==> src/hdl/rla_ram.sv <==
// generic ram with one write port and one registered read port
// no dependencies
`default_nettype none
module rla_ram #(
  parameter int WIDTH = 32,
  parameter int DEPTH = 16
) (
  input  wire logic                     clk,
  input  wire logic                     we,
  input  wire logic [$clog2(DEPTH)-1:0] waddr,
  input  wire logic [WIDTH-1:0]         wdata,
  input  wire logic [$clog2(DEPTH)-1:0] raddr,
  output logic      [WIDTH-1:0]         rdata
);
  logic [WIDTH-1:0] mem [DEPTH];
  always_ff @(posedge clk) begin
    if (we) begin
      mem[waddr] <= wdata;
    end
    rdata <= mem[raddr];
  end
endmodule
`default_nettype wire

==> config.mk <==
export PLATFORM = sky130hd
export DESIGN_NAME = rla_ram
export DESIGN_NICKNAME = d
export VERILOG_FILES = /design/src/hdl/rla_ram.sv
export SDC_FILE = /design/constraint.sdc
export NUM_CORES = 1
export LEC_CHECK = 0
export ABC_CLOCK_PERIOD_IN_PS = 10000
export BUFFER_PORTS_ARGS = -buffer_cell sky130_fd_sc_hd__clkbuf_2
export CAP_MARGIN = 0
export CELL_PAD_IN_SITES_DETAIL_PLACEMENT = 0
export CELL_PAD_IN_SITES_GLOBAL_PLACEMENT = 2
export CORE_UTILIZATION = 40
export DETAILED_ROUTE_END_ITERATION = 8
export GPL_TIMING_DRIVEN = 0
export PLACE_DENSITY = 0.76
export SYNTH_ARGS = -nofsm -noshare
export SYNTH_HDL_FRONTEND = slang
export SYNTH_SLANG_ARGS = --single-unit
==> constraint.sdc <==
create_clock -name clk -period 10 [get_ports clk]
set_input_delay 1 -clock clk [delete_from_list [all_inputs] [get_ports clk]]
set_output_delay 1 -clock clk [all_outputs]
set_load 0.005 [all_outputs]
==> flow_summary.ini <==
[critical_path]
crit_slowest_cell = nor3_2
cpLargestDelayFamily = simple AND/OR/NAND/NOR gates
r2r_cells = 3
critPathCaptureType = flop
crit_cells = 5
cp_max_fo = 9
cp_data_arrival_time_ps = 2780
setup.worst_path.start_class = input pin
path_buf_inv = 3
crit_chain = clkbuf_2 > nand3b_1 > nor3_2 > buf_8 > buf_6
setup.worst_path.class = in -> reg
crit_required_ps = 10290
slowest_delay_ps = 840

[drt]
drt_first_iter_violations = 973
antenna_left = 0
drt-wirelength-per-cell_um = 25.0
num_vias = 9198
wl_um = 42500
via_per_inst = 5.40
dr.pass1.iters = 5
drc = 0

[hold_path]
hp-class = reg -> reg
hold_depth = 3

[yosys]
syn_area_um2 = 19900
async_flop_share_pct = 0
yosys.area_share.xor_xnor_pct = 0
synth_top_family_by_area = multiplexers
synth_ff_type = edfxtp_1
synth_compound_area_share_pct = 2.42
synthCells = 838
yosys-top-cells-area = edfxtp_1 77%, mux4_2 15%, dfxtp_1 3.2%
synth-simple-area-share_pct = 1.27
ys.warnings.count = 0
syn_area_per_cell_um2 = 23.7
synth_most_common_cell = edfxtp_1
muxShareOfSynthArea_pct = 14.5
yosysSeqAreaShare_pct = 80.7
synthAdderAreaFrac_pct = 0
yosysTopAreaCell = edfxtp_1
syn-num-nets = 880
synth_edf_count = 512
synth_top_area_share_pct = 77.4
synth_common_cells = 512 x edfxtp_1, 128 x mux4_2, 64 x a22oi_1, 33 x nand2_1, 32 x dfxtp_1
synth-seq-cells = 544
synth.distinct_cells = 18

[clock_network]
clk_pin_slew_ps = 60
cts_buffer_depth = 3
h-tree-depth = 2
cts_hold_buffers = 0
cts_setup_buffers = 0
clk_latency_ps = 590
cts.sinks = 544
root_buffer = clkbuf_16
cts_tree = built
cts_buffers = 55
cts_resized = 0

[place]
dp_hpwl_um = 26600
io_buffers = 71
gp_congestion = 0.710
place_area_um2 = 21600
dpl_worst_slack_ps = 6890

[grt]
grt.total_usage_pct = 17.4
antenna_found_initial = 1
grt-busiest-layer = met2
use_met3_pct = 3.16
first_global_vias = 9783
grt_pass1_wl_um = 63400
met2_usage_pct = 27.8
overflow = 0
grtUsageMet1_pct = 24.5
grt_max_degree = 23

[sta]
hold_violations = 0
setup_viol = 0
setup_slack_ps = 7510
layout_min_cycle_time_ps = 2490
clock_skew_ps = 16.0
fmax_ghz = 0.402
fin_tns_setup_ps = 0
relSlewSlack_pct = 34.8
report.final.slew_viol_count = 0
fin_crit_sh_pct = 24.9
rsz0062_at_grt = false
tightest_slew_ps = 973

[floorplanning]
ioPinCount = 74
die_area_um2 = 50500
start_util_pct = 40.6
dieHeight_um = 225
die_x_um = 225
std_cell_rows = 81
core-area_um2 = 49000

[power_and_ir_drop]
fin_total_pwr_mw = 4.68
p_seq_share_pct = 54.8
p_clk_share_pct = 40.3
p_sw_share_pct = 20.7
p_comb_share_pct = 5.0
internal-power_mw = 3.71
ir_worst_vdd_v = 0.000132
power_density_nw_per_um2 = 201
leakage_nw = 7.42
p_sw_mw = 0.967

[layout]
antennaDiodeCount = 0
postLayoutCoreUtil_pct = 47.5
finish.instance_area_um2 = 23200
syn_to_final_growth_pct = 17.0
drive_gt1_share_pct = 31.8
nets = 1036

[run]
drv_cap = 0

[outcome]
status = finished, final reports clean
[layout make-up]
cell class / instances / area (um2)
Fill cell: 3970 / 25700
Sequential cell: 544 / 16000
Multi-Input combinational cell: 251 / 3730
Clock buffer: 79 / 1500
Tap cell: 664 / 831
Timing Repair Buffer: 99 / 795
Buffer: 43 / 223
Clock inverter: 23 / 150
[worst reg2reg max path, delay by kind of cell (launching register included)]
| family | cells | cell delay (ps) |
|---|---|---|
| flops | 1 | 350 |
| mux | 1 | 470 |
| compound gates | 1 | 320 |
| simple gates | 1 | 150 |
[routing by layer]
| layer | routed length [um] | up-vias |
|---|---|---|
| met3 | 2470 | 53 |
| met2 | 20600 | 301 |
| met1 | 18600 | 4942 |
| li1 | - | 3900 |
| met5 | 16 | - |
| met4 | 807 | 2 |
[power groups by stage]
stage | clock network (mW) | registers [mW] | logic, mW
finish | 1.88 | 2.56 | 0.232
global route | 2.01 | 2.57 | 0.251
CTS | 1.93 | 2.56 | 0.237
detailed placement | 0 | 2.61 | 0.236
global placement | 0 | 2.61 | 0.222
floorplan | 0 | 2.61 | 0.122
[registers in the layout, indices dropped and copies added, names as in the netlist]
register	cells
mem	512
rdata	32
[cells in the final DEF, fill, tap and decap left out, types with 12 or more instances in the layout]
cell type / n
clkbuf_16: 56
a22oi_1: 64
clkbuf_1: 39
nand2_1: 33
mux4_2: 128
buf_4: 12
edfxtp_1: 512
dfxtp_1: 32
buf_6: 13
nor2_4: 12
clkbuf_2: 71
[stage by stage]
stage | std cells | hold slack [ps]
floorplan | 838 | 635
global placement | 1573 | 659
detailed placement | 1601 | 662
CTS | 1703 | 668
global route | 1703 | 702
finish | 1703 | 665
[logic make-up (layout without fill, tap and decap cells)]
logic type	Yosys count	after routing
mux	128	128
simple gates	59	59
flops	544	544
buf+inv	43	244
compound gates	64	64
[final timing paths]
kind / start / end / slack, ps
max: waddr[2] / mem[8][1] / 7510
min reg2reg: mem[14][8] / rdata[8] / 660
min: mem[14][8] / rdata[8] / 660
max reg2reg: mem[11][18] / rdata[18] / 8570
No activity file was read; power rests on OpenSTA's default activity.
