## config.mk

```make
export PLATFORM = sky130hd
export DESIGN_NAME = rla_valid_mem
export DESIGN_NICKNAME = d
export VERILOG_FILES = /design/src/hdl/rla_ram.sv /design/src/hdl/rla_valid_mem.sv
export SDC_FILE = /design/constraint.sdc
export NUM_CORES = 2
export LEC_CHECK = 0
export ABC_AREA = 1
export BUFFER_PORTS_ARGS = -buffer_cell sky130_fd_sc_hd__buf_2
export CAP_MARGIN = 20
export CORE_UTILIZATION = 50
export DETAILED_ROUTE_END_ITERATION = 8
export MAX_ROUTING_LAYER = met4
export PLACE_DENSITY = 0.72
export SYNTH_ARGS = -nofsm -noshare
export SYNTH_HDL_FRONTEND = slang
export SYNTH_SLANG_ARGS = --single-unit
```

## constraint.sdc

```tcl
create_clock -name clk -period 127.4 [get_ports clk]
set_input_delay 19.11 -clock clk [delete_from_list [all_inputs] [get_ports clk]]
set_output_delay 19.11 -clock clk [all_outputs]
set_load 0.005 [all_outputs]
```

## src/hdl/rla_ram.sv

```systemverilog
// generic ram with one write port and one registered read port
// no dependencies
`default_nettype none
module rla_ram #(
  parameter int WIDTH = 32,
  parameter int DEPTH = 16
) (
  input  wire logic                     clk,
  input  wire logic                     we,
  input  wire logic [$clog2(DEPTH)-1:0] waddr,
  input  wire logic [WIDTH-1:0]         wdata,
  input  wire logic [$clog2(DEPTH)-1:0] raddr,
  output logic      [WIDTH-1:0]         rdata
);
  logic [WIDTH-1:0] mem [DEPTH];
  always_ff @(posedge clk) begin
    if (we) begin
      mem[waddr] <= wdata;
    end
    rdata <= mem[raddr];
  end
endmodule
`default_nettype wire

```

## src/hdl/rla_valid_mem.sv

```systemverilog
// label valid store: ram of valid bits plus a clearing sweep after reset
// depends on rla_ram
`default_nettype none
module rla_valid_mem #(
  parameter int DEPTH = 2048
) (
  input  wire logic                     clk,
  input  wire logic                     rst_n,
  input  wire logic                     we,
  input  wire logic [$clog2(DEPTH)-1:0] waddr,
  input  wire logic                     wdata,
  input  wire logic [$clog2(DEPTH)-1:0] raddr,
  output logic                          rdata,
  output logic                          clr_busy
);
  localparam int AW = $clog2(DEPTH);
  logic [AW-1:0] clr_addr_r, clr_addr_nxt;
  logic          clr_busy_r, clr_busy_nxt;
  logic          ram_we, ram_wd;
  logic [AW-1:0] ram_wa;

  always_comb begin
    clr_addr_nxt = clr_addr_r;
    clr_busy_nxt = clr_busy_r;
    if (clr_busy_r) begin
      clr_addr_nxt = clr_addr_r + AW'(1);
      if (clr_addr_r == AW'(DEPTH - 1)) begin
        clr_busy_nxt = 1'b0;
      end
    end
  end

  always_ff @(posedge clk) begin
    if (!rst_n) begin
      clr_addr_r <= '0;
      clr_busy_r <= 1'b1;
    end else begin
      clr_addr_r <= clr_addr_nxt;
      clr_busy_r <= clr_busy_nxt;
    end
  end

  assign ram_we   = clr_busy_r | we;
  assign ram_wa   = clr_busy_r ? clr_addr_r : waddr;
  assign ram_wd   = clr_busy_r ? 1'b0 : wdata;
  assign clr_busy = clr_busy_r;

  rla_ram #(.WIDTH(1), .DEPTH(DEPTH)) u_ram (
    .clk(clk), .we(ram_we), .waddr(ram_wa), .wdata(ram_wd),
    .raddr(raddr), .rdata(rdata)
  );
endmodule
`default_nettype wire

```

==> summary.txt <==
Outcome
  • Status: finished clean

Pwr
  • Power density cells: 13.96 mW/mm^2
  • Comb power frac: 5.2%
  • Int Pwr: 1.086 mW
  • Clk network pwr share: 42.4%
  • P_leak: 33.32 nW
  • Switching Power: 0.3151 mW
  • Switch share: 22.48%
  • Max IR drop VDD: 14.89 uV
  • Reg power frac: 52.4%

Critical path
  • Slowest-stage cell, CP: buf_4
  • Most used cell, CP: nand3_1
  • Setup CP Type: input port to register
  • CP bufs+invs: 8
  • Worst Setup End Kind: register
  • Startpoint types: input port
  • Worst EP required: 128200 ps
  • Crit path max-delay family: buffers and inverters
  • Critical path, cell by cell: buf_8, inv_16, buf_4, buf_4, buf_4, buf_4, buf_4, buf_4, nand2_1, nand3_1, nand3_1, nand3_1, nand3_1, nand3_1, nand3_1, nand3_1, nand3_1, nand3_1, nand3_1, nand2_1
  • Critical path peak fanout: 205
  • Critical Path AT: 26290 ps
  • Worst path max stage delay: 950 ps

Routing
  • TritonRoute pass-1 iters: 9
  • Wire per inst: 23.90 um
  • Drc violations: 0
  • Drt via density: 6.060
  • Final wirelength: 275300 um
  • Via count: 69820
  • DRT iter0 DRCs: 11730
  • Final ANT Viol Nets: 0

Timing
  • Fmax: 39.23 MHz
  • Worst setup margin: 101910 ps
  • Clock Skew: 24.37 ps
  • Slew HR: 5.481%
  • Final Hold Fails: 0
  • Final setup TNS: 0 ps
  • Slew Limit Fails: 0
  • RSZ-0062 raised after global routing: no
  • Setup-failing EPs final: 0
  • WHS: 466.4 ps
  • Fin crit share: 20.01%
  • Slew @ Worst Pin: 1418 ps
  • Final Critical Period: 25490 ps

Floorplan
  • Die ar.: 0.1872 sq mm
  • # IOs: 28
  • Core area: 0.1837 sq mm
  • Die H: 432.6 um
  • Starting density of the core: 50.48%
  • Die X: 432.6 um
  • Row count: 157

Synthesis
  • #FFs+latches synth: 2061
  • Avg Inst Size Synth: 9.903 sq um
  • Top post-synthesis cells by area: edfxtp_1, nand3_1, nand2_1
  • Synthesized area: 0.09271 sq mm
  • Total of warnings raised by yosys: 0
  • Area share of the largest cell type after synthesis: 66.33%
  • Top_reg_cell synth: edfxtp_1
  • Gate Count Post-Synth: 9362
  • Synth async-reset ratio: 0%
  • Unique masters post-synth: 29
  • Top cell type by total area after synthesis: edfxtp_1
  • Sequential-to-total area share from yosys stat: 66.61%
  • Syn nets: 9389
  • Post-synth EDFFs: 2048

Global routing
  • GRT Total Usage: 29.86%
  • Initial antenna violation count: 10
  • Grt ovf: 0
  • Largest net degree at the start of global routing: 296
  • First-pass GRT wire length: 404800 um
  • Vias in the first global route: 64990

Placement
  • Cell Area, Placed: 0.09312 sq mm
  • Buffers added on ports: 27
  • Routability cong.: 0.8322
  • Placement Setup Slack: 101250 ps
  • DP Wirelength: 128300 um

Final layout
  • Layout area overhead: 8.296%
  • # nets final: 8904
  • Fin util: 54.67%
  • Most common cell after layout, fill and taps aside: nand2_1
  • Share of cells above drive strength 1: 5.536%
  • Most frequent cells in the layout: nand2_1, nor2_1, nand3_1
  • Finished Cell Area: 0.1004 sq mm

Clocking
  • CTS sink count: 2061
  • Clock tree buffer depth: 3
  • Clock Tree Root: clkbuf_16
  • CTS tree: built
  • Clock slew seen by the registers of the worst setup and hold paths: 60 ps
  • CTS Hold Bufs: 0
  • Worst skew pair latency: 880 ps
  • CTS Buf Count: 200
  • Resized cells post-CTS: 0
  • Setup Fix Bufs, Post-CTS: 0
  • # H-tree levels: 4

Min path
  • Hold Crit Class: register to register

Job
  • Max Cap Viol: 0
-- logic make-up (layout without fill, tap and decap cells) --
logic type | after synthesis | count (layout) | share of synthesized area, %
fa+ha+maj | 1 | 1 | 0.01349
simple gates | 6344 | 6344 | 28.55
compound gates | 32 | 32 | 0.1970
buf+inv | 924 | 612 | 4.622
other cells | 0 | 8 | 0
flops | 2061 | 2061 | 66.61
-- metal layers --
metal | up-vias | share of wire, % | global-route usage (%)
li1 | 30660 | - | -
met1 | 33840 | 36 | 37.33
met2 | 4598 | 47 | 46.87
met3 | 727 | 13 | 6.044
met4 | 0 | 4.7 | 13.84
met5 | - | 0 | -
-- power by group through the flow --
stage               logic, mW  clock network, mW  registers [mW]
finish                 0.0730              0.594           0.734
global route           0.0772              0.621           0.734
detailed placement     0.0704                  0           0.749
CTS                    0.0708              0.596           0.734
floorplan              0.0471                  0           0.748
global placement       0.0697                  0           0.749
-- sequential cells by signal, summed over array words and instances, names as in the netlist --
| register | cells |
|---|---|
| clr_busy | 1 |
| clr_addr_r | 11 |
| u_ram.rdata | 1 |
| u_ram.mem | 2048 |
-- area by class of cell --
type | count | area [sq um]
clock inverters | 128 | 1240
repair buffers | 153 | 1795
diodes | 8 | 20.02
inverters | 84 | 355.3
fillers | 15560 | 83270
clock buffers | 247 | 5233
multi-input cells | 6377 | 26920
flip-flops and latches | 2061 | 61760
well taps | 2464 | 3083
-- worst paths after layout --
kind	cells past startpoint	from	slack, ps	to
hold reg to reg	1	clr_addr_r[10]	470	clr_addr_r[10]
setup reg to reg	5	clr_busy	121800	u_ram.mem[765]
setup / recovery	20	raddr[0]	101910	u_ram.rdata
hold / removal	1	clr_addr_r[10]	470	clr_addr_r[10]
-- per-stage QoR --
| step | cells | power (mW) |
|---|---|---|
| finish | 11520 | 1.401 |
| global route | 11520 | 1.432 |
| CTS | 11480 | 1.401 |
| detailed placement | 11110 | 0.8190 |
| global placement | 11110 | 0.8183 |
| floorplan | 9362 | 0.7956 |
-- cells in the mapped netlist (4+ instances only) --
cell      instances
o21ai_0           9
buf_4            38
nor2_1         2110
nor2_4            7
nand2_1        2158
nor3_1            5
buf_6             8
nor2_2            9
clkbuf_1        238
edfxtp_1       2048
inv_2            16
buf_1            67
inv_1            67
dfxtp_1          13
o21ai_1           5
buf_2           489
nand3_1        2049
o21ai_2           4
a21oi_1          10
No activity file was read; power rests on OpenSTA's default activity.
